===== src/hdl/dae_pkg.sv =====
`default_nettype none
package dae_pkg;

  // Walker phases
  typedef enum logic [2:0] {
    PH_HEADER = 3'd0,
    PH_NAME   = 3'd1,
    PH_LABEL  = 3'd2,
    PH_PTR    = 3'd3,
    PH_FIXED  = 3'd4,
    PH_RDATA  = 3'd5,
    PH_DONE   = 3'd6
  } phase_t;

  localparam logic [7:0]  PTR_MARK        = 8'hC0;
  localparam logic [15:0] HEADER_LEN      = 16'd12;
  localparam logic [15:0] ANCOUNT_HI_IDX  = 16'd6;
  localparam logic [15:0] ANCOUNT_LO_IDX  = 16'd7;
  localparam logic [15:0] QTAIL_LEN       = 16'd4;
  localparam logic [15:0] RR_FIXED_LEN    = 16'd10;
  localparam logic [15:0] RR_TYPE_HI_IDX  = 16'd0;
  localparam logic [15:0] RR_TYPE_LO_IDX  = 16'd1;
  localparam logic [15:0] RR_LEN_HI_IDX   = 16'd8;
  localparam logic [15:0] RR_LEN_LO_IDX   = 16'd9;
  localparam logic [15:0] ADDR_BYTES      = 16'd4;
  localparam logic [15:0] COUNT_MAX       = 16'hFFFF;
  localparam logic [15:0] WANTED_TYPE_RST = 16'd1;

  // Result queue geometry
  localparam int FIFO_DEPTH = 4;
  localparam int FIFO_AW    = $clog2(FIFO_DEPTH);

  typedef struct packed {
    logic [31:0] address;
    logic        is_end;
    logic        all_parsed;
    logic [15:0] match_count;
  } result_t;

endpackage
`default_nettype wire


===== src/hdl/dae_out_fifo.sv =====
`default_nettype none
module dae_out_fifo
  import dae_pkg::*;
(
  input  wire logic    clk,
  input  wire logic    rst_n,
  // up to two results per cycle, wr0 first
  input  wire logic [1:0] wr_n,
  input  wire result_t wr0,
  input  wire result_t wr1,
  output logic         room_two,
  output logic         rd_valid,
  input  wire logic    rd_ready,
  output result_t      rd_data
);

  result_t mem [FIFO_DEPTH];
  logic [FIFO_AW-1:0] wr_ptr_r, wr_ptr_nxt, rd_ptr_r, rd_ptr_nxt, wr_ptr_p1;
  logic [FIFO_AW:0]   count_r, count_nxt;
  logic               pop;

  assign wr_ptr_p1 = wr_ptr_r + FIFO_AW'(1);
  assign pop       = rd_valid && rd_ready;
  assign rd_valid  = (count_r != '0);
  assign rd_data   = mem[rd_ptr_r];
  // accept a new byte only if both possible results fit
  assign room_two  = (count_r <= (FIFO_AW+1)'(FIFO_DEPTH - 2));

  // pointer and occupancy update
  always_comb begin
    wr_ptr_nxt = wr_ptr_r + FIFO_AW'(wr_n);
    rd_ptr_nxt = pop ? rd_ptr_r + FIFO_AW'(1) : rd_ptr_r;
    count_nxt  = count_r + (FIFO_AW+1)'(wr_n) - (FIFO_AW+1)'(pop);
  end

  always_ff @(posedge clk) begin
    if (!rst_n) begin
      wr_ptr_r <= '0;
      rd_ptr_r <= '0;
      count_r  <= '0;
    end else begin
      wr_ptr_r <= wr_ptr_nxt;
      rd_ptr_r <= rd_ptr_nxt;
      count_r  <= count_nxt;
    end
  end

  // storage, no reset
  always_ff @(posedge clk) begin
    if (wr_n != 2'd0) begin
      mem[wr_ptr_r] <= wr0;
    end
    if (wr_n == 2'd2) begin
      mem[wr_ptr_p1] <= wr1;
    end
  end

endmodule
`default_nettype wire


===== src/hdl/dns_a_record_extractor_core.sv =====
`default_nettype none
// Byte-serial DNS response walker: one packet byte per cycle while in_ready is high.
// Each result is registered in the result queue and offered on out_* from its head.
// A byte can cause two results (address, then end); a four-entry result queue
// absorbs them, and in_ready drops only while fewer than two entries are free.
// Reset (rst_n low, synchronous): walker back to header phase, counters zero,
// queue empty, wanted type = 1. Packet state also clears after each end result.
module dns_a_record_extractor_core
  import dae_pkg::*;
(
  input  wire logic        clk,
  input  wire logic        rst_n,
  // byte stream
  input  wire logic        in_valid,
  output logic             in_ready,
  input  wire logic [7:0]  in_pkt_byte,
  input  wire logic        in_pkt_last,
  // results
  output logic             out_valid,
  input  wire logic        out_ready,
  output logic [31:0]      out_address,
  output logic             out_is_end,
  output logic             out_all_parsed,
  output logic [15:0]      out_match_count,
  // configuration
  input  wire logic        cfg_valid,
  output logic             cfg_ready,
  input  wire logic [15:0] cfg_wanted_type
);

  phase_t      phase_r, phase_nxt;
  logic [15:0] field_cnt_r, field_cnt_nxt;
  logic [15:0] ans_total_r, ans_total_nxt;
  logic [15:0] ans_done_r, ans_done_nxt;
  logic [15:0] rec_type_r, rec_type_nxt;
  logic [15:0] data_len_r, data_len_nxt;
  logic [31:0] addr_sh_r, addr_sh_nxt;
  logic [15:0] emit_cnt_r, emit_cnt_nxt;
  logic        in_q_r, in_q_nxt;
  logic [15:0] wanted_r;

  logic        accept;
  logic [15:0] cnt_inc, ans_done_inc, b16;
  logic        addr_hit;
  logic [1:0]  wr_n;
  result_t     wr0, wr1, addr_res, end_res, head;

  assign cfg_ready = 1'b1;
  assign accept    = in_valid && in_ready;
  assign cnt_inc   = field_cnt_r + 16'd1;
  assign ans_done_inc = ans_done_r + 16'd1;
  assign b16       = {8'd0, in_pkt_byte};

  // per-byte walker step
  always_comb begin
    phase_nxt     = phase_r;
    field_cnt_nxt = field_cnt_r;
    ans_total_nxt = ans_total_r;
    ans_done_nxt  = ans_done_r;
    rec_type_nxt  = rec_type_r;
    data_len_nxt  = data_len_r;
    addr_sh_nxt   = addr_sh_r;
    emit_cnt_nxt  = emit_cnt_r;
    in_q_nxt      = in_q_r;
    addr_hit      = 1'b0;

    unique case (phase_r)
      PH_HEADER: begin
        if (field_cnt_r == ANCOUNT_HI_IDX) begin
          ans_total_nxt = {in_pkt_byte, 8'd0};
        end else if (field_cnt_r == ANCOUNT_LO_IDX) begin
          ans_total_nxt = ans_total_r | b16;
        end
        field_cnt_nxt = cnt_inc;
        if (cnt_inc == HEADER_LEN) begin
          phase_nxt     = PH_NAME;
          field_cnt_nxt = '0;
          in_q_nxt      = 1'b1;
        end
      end
      PH_NAME: begin
        if (in_pkt_byte == 8'd0) begin
          phase_nxt     = PH_FIXED;
          field_cnt_nxt = '0;
        end else if ((in_pkt_byte & PTR_MARK) == PTR_MARK) begin
          phase_nxt = PH_PTR;
        end else begin
          phase_nxt     = PH_LABEL;
          field_cnt_nxt = b16;
        end
      end
      PH_LABEL: begin
        field_cnt_nxt = field_cnt_r - 16'd1;
        if (field_cnt_r == 16'd1) begin
          phase_nxt = PH_NAME;
        end
      end
      PH_PTR: begin
        phase_nxt     = PH_FIXED;
        field_cnt_nxt = '0;
      end
      PH_FIXED: begin
        if (in_q_r) begin
          // question type and class
          field_cnt_nxt = cnt_inc;
          if (cnt_inc >= QTAIL_LEN) begin
            in_q_nxt      = 1'b0;
            field_cnt_nxt = '0;
            phase_nxt     = (ans_total_r == 16'd0) ? PH_DONE : PH_NAME;
          end
        end else begin
          // answer type, class, ttl, rdlength
          if (field_cnt_r == RR_TYPE_HI_IDX) begin
            rec_type_nxt = {in_pkt_byte, 8'd0};
          end else if (field_cnt_r == RR_TYPE_LO_IDX) begin
            rec_type_nxt = rec_type_r | b16;
          end else if (field_cnt_r == RR_LEN_HI_IDX) begin
            data_len_nxt = {in_pkt_byte, 8'd0};
          end else if (field_cnt_r == RR_LEN_LO_IDX) begin
            data_len_nxt = data_len_r | b16;
          end
          field_cnt_nxt = cnt_inc;
          if (cnt_inc >= RR_FIXED_LEN) begin
            field_cnt_nxt = '0;
            addr_sh_nxt   = '0;
            if (data_len_nxt == 16'd0) begin
              ans_done_nxt = ans_done_inc;
              phase_nxt    = (ans_done_inc == ans_total_r) ? PH_DONE : PH_NAME;
            end else begin
              phase_nxt = PH_RDATA;
            end
          end
        end
      end
      PH_RDATA: begin
        if (field_cnt_r < ADDR_BYTES) begin
          addr_sh_nxt = {addr_sh_r[23:0], in_pkt_byte};
        end
        field_cnt_nxt = cnt_inc;
        if (cnt_inc == ADDR_BYTES && rec_type_r == wanted_r && data_len_r >= ADDR_BYTES) begin
          addr_hit = 1'b1;
          if (emit_cnt_r != COUNT_MAX) begin
            emit_cnt_nxt = emit_cnt_r + 16'd1;
          end
        end
        if (cnt_inc >= data_len_r) begin
          ans_done_nxt  = ans_done_inc;
          phase_nxt     = (ans_done_inc == ans_total_r) ? PH_DONE : PH_NAME;
          field_cnt_nxt = '0;
        end
      end
      PH_DONE: begin
        phase_nxt = PH_DONE;
      end
      default: begin
        phase_nxt = PH_DONE;
      end
    endcase
  end

  // results of this byte, address first
  always_comb begin
    addr_res.address     = addr_sh_nxt;
    addr_res.is_end      = 1'b0;
    addr_res.all_parsed  = 1'b0;
    addr_res.match_count = emit_cnt_nxt;
    end_res.address      = '0;
    end_res.is_end       = 1'b1;
    end_res.all_parsed   = (phase_nxt == PH_DONE);
    end_res.match_count  = emit_cnt_nxt;
    wr0  = addr_hit ? addr_res : end_res;
    wr1  = end_res;
    wr_n = 2'd0;
    if (accept) begin
      wr_n = 2'(addr_hit) + 2'(in_pkt_last);
    end
  end

  // walker state; end of packet clears it
  always_ff @(posedge clk) begin
    if (!rst_n || (accept && in_pkt_last)) begin
      phase_r     <= PH_HEADER;
      field_cnt_r <= '0;
      ans_total_r <= '0;
      ans_done_r  <= '0;
      rec_type_r  <= '0;
      data_len_r  <= '0;
      addr_sh_r   <= '0;
      emit_cnt_r  <= '0;
      in_q_r      <= 1'b0;
    end else if (accept) begin
      phase_r     <= phase_nxt;
      field_cnt_r <= field_cnt_nxt;
      ans_total_r <= ans_total_nxt;
      ans_done_r  <= ans_done_nxt;
      rec_type_r  <= rec_type_nxt;
      data_len_r  <= data_len_nxt;
      addr_sh_r   <= addr_sh_nxt;
      emit_cnt_r  <= emit_cnt_nxt;
      in_q_r      <= in_q_nxt;
    end
  end

  // configuration register
  always_ff @(posedge clk) begin
    if (!rst_n) begin
      wanted_r <= WANTED_TYPE_RST;
    end else if (cfg_valid && cfg_ready) begin
      wanted_r <= cfg_wanted_type;
    end
  end

  dae_out_fifo u_out_fifo (
    .clk      (clk),
    .rst_n    (rst_n),
    .wr_n     (wr_n),
    .wr0      (wr0),
    .wr1      (wr1),
    .room_two (in_ready),
    .rd_valid (out_valid),
    .rd_ready (out_ready),
    .rd_data  (head)
  );

  assign out_address     = head.address;
  assign out_is_end      = head.is_end;
  assign out_all_parsed  = head.all_parsed;
  assign out_match_count = head.match_count;

endmodule
`default_nettype wire

===== config.mk =====
export PLATFORM = sky130hd
export DESIGN_NAME = dns_a_record_extractor_core
export DESIGN_NICKNAME = d
export VERILOG_FILES = /design/src/hdl/dae_pkg.sv /design/src/hdl/dae_out_fifo.sv /design/src/hdl/dns_a_record_extractor_core.sv
export SDC_FILE = /design/constraint.sdc
export NUM_CORES = 1
export LEC_CHECK = 0
export BUFFER_PORTS_ARGS = -buffer_cell sky130_fd_sc_hd__buf_2
export CAP_MARGIN = 30
export CORE_ASPECT_RATIO = 0.5
export CORE_UTILIZATION = 25
export CTS_CLUSTER_DIAMETER = 60
export DETAILED_ROUTE_END_ITERATION = 10
export GPL_TIMING_DRIVEN = 1
export HOLD_SLACK_MARGIN = 0.03
export PLACE_DENSITY = 0.48
export SETUP_SLACK_MARGIN = 0.05
export SKIP_LAST_GASP = 1
export SLEW_MARGIN = 20
export SYNTH_ARGS = -nofsm -noshare
export SYNTH_HDL_FRONTEND = slang
export SYNTH_SLANG_ARGS = --single-unit

===== constraint.sdc =====
create_clock -name clk -period 6.7 [get_ports clk]
set_clock_uncertainty 0.05 [all_clocks]
set_input_delay 2.01 -clock clk [delete_from_list [all_inputs] [get_ports clk]]
set_output_delay 2.01 -clock clk [all_outputs]
set_load 0.01 [all_outputs]

Word level (Yosys, flattened, before mapping)
Memory sizes are Yosys's and may differ from the RTL's. A register that Yosys moved wholly into a read port is not among the register bits.
Cells that the tools add are included.
{"block": "classes", "add_sub_neg": 10, "order_cmp": 6, "n_eq_ne": 24, "n_mux": 56, "n_bitwise": 4, "reduce_logical": 25}
{"op": "two-way mux 16 bit", "count": 24}
{"op": "two-way mux 32 bit", "count": 3}
{"op": "case mux 16 bit (6 select lines)", "count": 1}
{"op": "case mux 32 bit (2 select lines)", "count": 1}
{"op": "two-way mux 50 bit", "count": 1}
{"op": "adder 16 x 1 -> 16 bit (second input constant)", "count": 3}
{"op": "equality test 16 x 3 -> 1 bit (second input constant)", "count": 3}
{"op": "equality test 16 x 4 -> 1 bit (second input constant)", "count": 3}
{"op": "logical NOT 16 bit", "count": 3}
{"op": "bitwise OR 16 x 8 -> 16 bit", "count": 3}
{"op": "equality test 16 bit", "count": 2}
{"op": "greater-or-equal comparator 16 x 3 -> 1 bit (second input constant)", "count": 2}
{"op": "case mux 16 bit (2 select lines)", "count": 1}
{"op": "two-way mux 3 bit", "count": 10}
{"op": "case mux 3 bit (6 select lines)", "count": 1}
{"op": "equality test 16 x 1 -> 1 bit (second input constant)", "count": 1}
{"op": "greater-or-equal comparator 16 bit", "count": 1}
{"op": "greater-or-equal comparator 16 x 4 -> 1 bit (second input constant)", "count": 1}
{"op": "< comparator 16 x 3 -> 1 bit (second input constant)", "count": 1}
{"op": "inequality test 16 bit (second input constant)", "count": 1}
{"op": "subtractor 16 x 1 -> 16 bit (second input constant)", "count": 1}
{"op": "AND reduction 3 bit", "count": 4}
{"op": "two-way mux 1 bit", "count": 10}
{"op": "inequality test 2 bit (second input constant)", "count": 5}
{"op": "24 further kinds", "count": 39}
{"block": "totals", "register_bits": 155, "ramBits": 200, "in_bits": 30, "output_inout_bits": 53, "word_cells": 139, "n_memories": 1}
{"name": "u_out_fifo.mem", "words": 4, "word_bits": 50, "read_ports": 1, "rd_clocked_by_memory_dff": 1, "write_ports": 2, "line": "dae_out_fifo.sv:17", "source": "result_t mem [FIFO_DEPTH];"}

Logic depth before layout (Yosys ltp)
{"block": "logic_depth", "ltp_word": 14, "depth_mapped": 18}

Hierarchy
Synthesis repeated with hierarchy kept, for this count alone.
{"block": "unflattened", "hier_cells": 1616, "area_unflattened_um2": 19190.9}
{"module": "dae_out_fifo", "n_inst": 1, "cells_per_inst": 535, "area_each_um2": 10223.6}
{"module": "dns_a_record_extractor_core", "n_inst": 1, "cells_per_inst": 1081, "area_each_um2": 8967.4}

Least setup slack after synthesis
Ideal clock, no wire load.
{"block": "synth_path", "path_kind": "reg2reg", "startpoint": "register field_cnt_r[0]", "endpoint": "memory u_out_fifo.mem[1][0] (netlist name), enable pin", "setup_ns": 0.326, "arrival_time_ns": 4.344, "setup_slack_ns": 1.980, "stages_incl_launch_ff": 16, "period_less_slack_ns": 4.720, "cell_sequence": "dfxtp_1 ha_1 nand3_4 nor3_1 mux2_2 a2bb2oi_1 or4_1 buf_4 nor4_1 ha_1 o21ai_0 a21oi_1 nand2b_1 clkbuf_1 buf_1 inv_1"}
{"element": "start, declared", "line": "dns_a_record_extractor_core.sv:32", "source": "logic [15:0] field_cnt_r, field_cnt_nxt;"}
{"element": "start signal, assigned", "line": "dns_a_record_extractor_core.sv:193", "source": "field_cnt_r <= field_cnt_nxt;"}
{"element": "end, declared", "line": "dae_out_fifo.sv:17"}

==> reports/results.md <==
### Setup path
- crit end category: flop
- required time of the worst setup path: 7050 ps
- maximum fanout encountered on the critical timing path: 18
- cells along the critical path: ha_1 > nand3_4 > nor3_1 > mux2_2 > a2bb2oi_1 > or4_1 > nor4_1 > ha_1 > o21ai_0 > nor3_1 > a21oi_4 > inv_1 > a2bb2oi_1
- Worst EP arrival: 5870 ps
- CP max-delay cell: sky130_fd_sc_hd__or4_1
- Crit Path Category: reg -> reg
- capture point of the worst reg-to-reg path: u_out_fifo.mem[0][17]
- start point of the critical path: field_cnt_r[0]
- FF-to-FF path depth: 13
- Largest stage delay, worst path: 670 ps
- element type at the critical path start: flop
- launch point of the worst reg-to-reg path: field_cnt_r[0]
- flop-to-flop setup slack: 1190 ps

### STA
- final number of max-transition violations: 0
- Fmax achieved: 181 MHz
- crit share post-route: 0.823
- total negative slack: 0 ps
- Worst slew margin: 0.347
- Least-Margin Pin Slew: 971 ps
- number of setup violations in the final report: 0
- minimum clock period: 5510 ps
- Final Hold Violating Endpoints: 0
- setup repair after global routing missed its margin: false

### Logic synthesis
- number of flip-flops and latches in the synthesized netlist: 357
- total nets after synthesis: 1805
- multiplexer fraction of the synthesized cell area: 0.0916
- count of distinct cell types in the synthesized netlist: 74
- adder-cell area share of the yosys netlist: 0.0231
- synthesized area per cell: 9.49 um^2
- share of the synthesized area in the top cell type: 0.349
- library cell occupying the most area in the post-synthesis netlist: sky130_fd_sc_hd__dfxtp_1
- complex-gate fraction of the synthesized area: 0.154
- Syn Inst Count: 1745
- dominant combinational cell family by area after synthesis: simple AND/OR/NAND/NOR gates
- count leader, synth: sky130_fd_sc_hd__dfxtp_1
- fraction of synthesis flops using an asynchronous set or reset pin: 0
- XOR/XNOR Fraction of Synth Area: 0.0518
- part of the Yosys area used for sequential elements: 0.473
- fraction of the mapped netlist area in simple logic gates: 0.169
- most used flip-flop cell after synthesis: sky130_fd_sc_hd__dfxtp_1
- number of enable-type register cells in the synthesized netlist: 68
- cell types with the largest area share after synthesis: sky130_fd_sc_hd__dfxtp_1 35%, sky130_fd_sc_hd__edfxtp_1 12%, sky130_fd_sc_hd__mux4_2 6.8%
- top post-synthesis cells by count: 289 x sky130_fd_sc_hd__dfxtp_1, 211 x sky130_fd_sc_hd__nand2_1, 177 x sky130_fd_sc_hd__o21ai_0
- netlist area before placement: 16600 um^2
- Ys Warns: 0

### Power
- static leakage: 6.75 nW
- power per unit of standard cell area: 302 nW/um^2
- maximum ir drop on the vdd rail: 0.000164 V

### Route
- first-pass detailed-route iteration total: 5
- total via count after detailed routing: 12900
- number of DRC markers in iteration 0: 861
- Antenna Violating Nets Remaining: 0
- sum of routed wire length over all layers: 47300 um
- WL/cell: 17.6 um
- DRC violation count after routing: 0
- number of vias per cell after detailed routing: 4.83

### Clock network
- clock latency on the worst-skew pair: 550 ps
- post-CTS setup buffer count: 0
- CTS buffer count: 39
- Clk pin slew, worst setup/hold paths: 60 ps
- maximum level of the CTS H-tree: 2
- Clock Sinks: 357
- TritonCTS clock tree: done
- CTS Root Cell: sky130_fd_sc_hd__clkbuf_16
- Post-CTS Hold Fix Bufs: 0
- Resized cells post-CTS: 0
- maximum clock insertion buffer count: 3

### Global route
- pin count of the biggest net entering global routing: 49
- vias in the first global route: 12400
- overall global routing resource usage: 0.138
- total global routing overflow: 0
- first-pass GRT wire length: 73800 um
- number of antenna violations at the first check in global routing: 1

### Die
- vertical die dimension: 184 um
- initial core utilization: 0.254
- site row count: 66
- Die ar.: 67300 um^2
- top-level I/O count: 83
- Floorplan Core Area: 65200 um^2
- horizontal die dimension: 366 um

### Finish
- final net count: 1827
- final instance count without filler cells: 2682
- fraction of layout cells with a size suffix above 1: 0.136
- area overhead of the layout relative to synthesis: 16.3%

### Job
- number of maximum-capacitance violations: 0

### Hold path
- hold endpoint: u_out_fifo.mem[1][41]
- startpoint of the lowest-slack hold path: u_out_fifo.mem[1][41]
- worst hold-check path type: reg -> reg
- WHS Path Cells: 2

### Place
- count of port buffers added during placement: 81
- routability-driven placement congestion ratio: 0.847
- HPWL Detailed: 30400 um
- Inst Count DP: 2607

### Outcome
- outcome: completed

## cell usage in the layout, fill, tap and decap left out, drive strengths merged, types with 11 or more instances in the layout
| master | netlist | final |
|---|---|---|
| a22o | 32 | 32 |
| clkbuf | 112 | 51 |
| nand3 | 31 | 31 |
| mux2i | 38 | 38 |
| o211ai | 17 | 17 |
| nor4 | 30 | 30 |
| ha | 29 | 29 |
| and2 | 15 | 15 |
| mux4 | 50 | 50 |
| nand2 | 212 | 212 |
| o21ai | 179 | 179 |
| a22oi | 34 | 34 |
| nor3 | 43 | 43 |
| dfxtp | 289 | 289 |
| inv | 39 | 41 |
| nor2b | 20 | 20 |
| xor2 | 51 | 51 |
| nor2 | 166 | 166 |
| a21oi | 68 | 68 |
| and3 | 23 | 23 |
| o21a | 11 | 11 |
| nand4 | 19 | 19 |
| xnor2 | 47 | 47 |
| edfxtp | 68 | 68 |
| buf | 14 | 105 |
| clkinv | 0 | 12 |
## critical path, delay by kind of cell, from the launching register on
family | cells | cell delay (ps)
flip-flops | 1 | 530
buffers and inverters | 1 | 500
multiplexers | 1 | 390
adder cells (fa/ha/maj) | 2 | 730
AND/OR/NAND/NOR | 5 | 1820
AO/OA/AOI/OAI | 4 | 1340
## metal layers
layer  up-vias  wire length (um)  global-route usage  part of all wire
li1       6310                 -                   -                 -
met1      6294             23000               0.196              0.49
met2       279             21600               0.221              0.46
met3        64              1850              0.0187             0.039
met4         0               871              0.0335             0.018
met5         -                 0                   0                 0
## flip-flops by register name (all words and copies together), names as in the netlist, named ones only
name,cells
addr_sh_r,32
ans_done_r,16
ans_total_r,16
data_len_r,16
emit_cnt_r,16
field_cnt_r,16
in_q_r,1
phase_r,3
rec_type_r,16
u_out_fifo.count_r,3
u_out_fifo.mem,200
u_out_fifo.rd_ptr_r,2
u_out_fifo.wr_ptr_r,2
wanted_r,16
## cell type report
cell class	instances	area, um^2
Sequential cell	357	7830
Tap cell	884	1110
Clock inverter	22	312
Inverter	39	146
Fill cell	6863	46000
Clock buffer	49	1080
Multi-Input combinational cell	1223	8150
Antenna cell	1	2.50
Timing Repair Buffer	107	621
## cell families (layout without fill, tap and decap cells)
logic type,count (synthesis),in the layout
mux,89,89
flops,357,357
simple gates,596,596
fa+ha+maj,30,30
xor+xnor,98,98
compound gates,409,409
other cells,1,2
buf+inv,165,217
## worst max path at each step
stage                                 end  slack [ps]  cells past startpoint
detailed placement  u_out_fifo.mem[0][17]        1280                     13
global placement           field_cnt_r[0]        1250                     15
global route        u_out_fifo.mem[0][17]         890                     13
finish              u_out_fifo.mem[0][17]        1190                     13
floorplan            u_out_fifo.mem[1][0]        1980                     15
CTS                 u_out_fifo.mem[0][17]        1250                     13
## stage by stage
step	cell area (um^2)	hold slack [ps]	util	power [mW]	setup slack [ps]
finish	19300	397	0.295	5.81	1190
global route	19300	421	0.295	6.09	894
CTS	19200	402	0.295	5.88	1250
detailed placement	17800	388	0.273	3.53	1280
global placement	17800	378	0.273	3.51	1250
floorplan	16600	370	-	3.16	1980
## power breakdown
part           internal [mW]  total (mW)  switching (mW)
Clock                   1.39        2.33           0.936
Sequential              2.26        2.40           0.141
Combinational          0.411        1.07           0.661
Total                   4.07        5.81            1.74
Note: power is estimated with default switching activity, not from simulation.
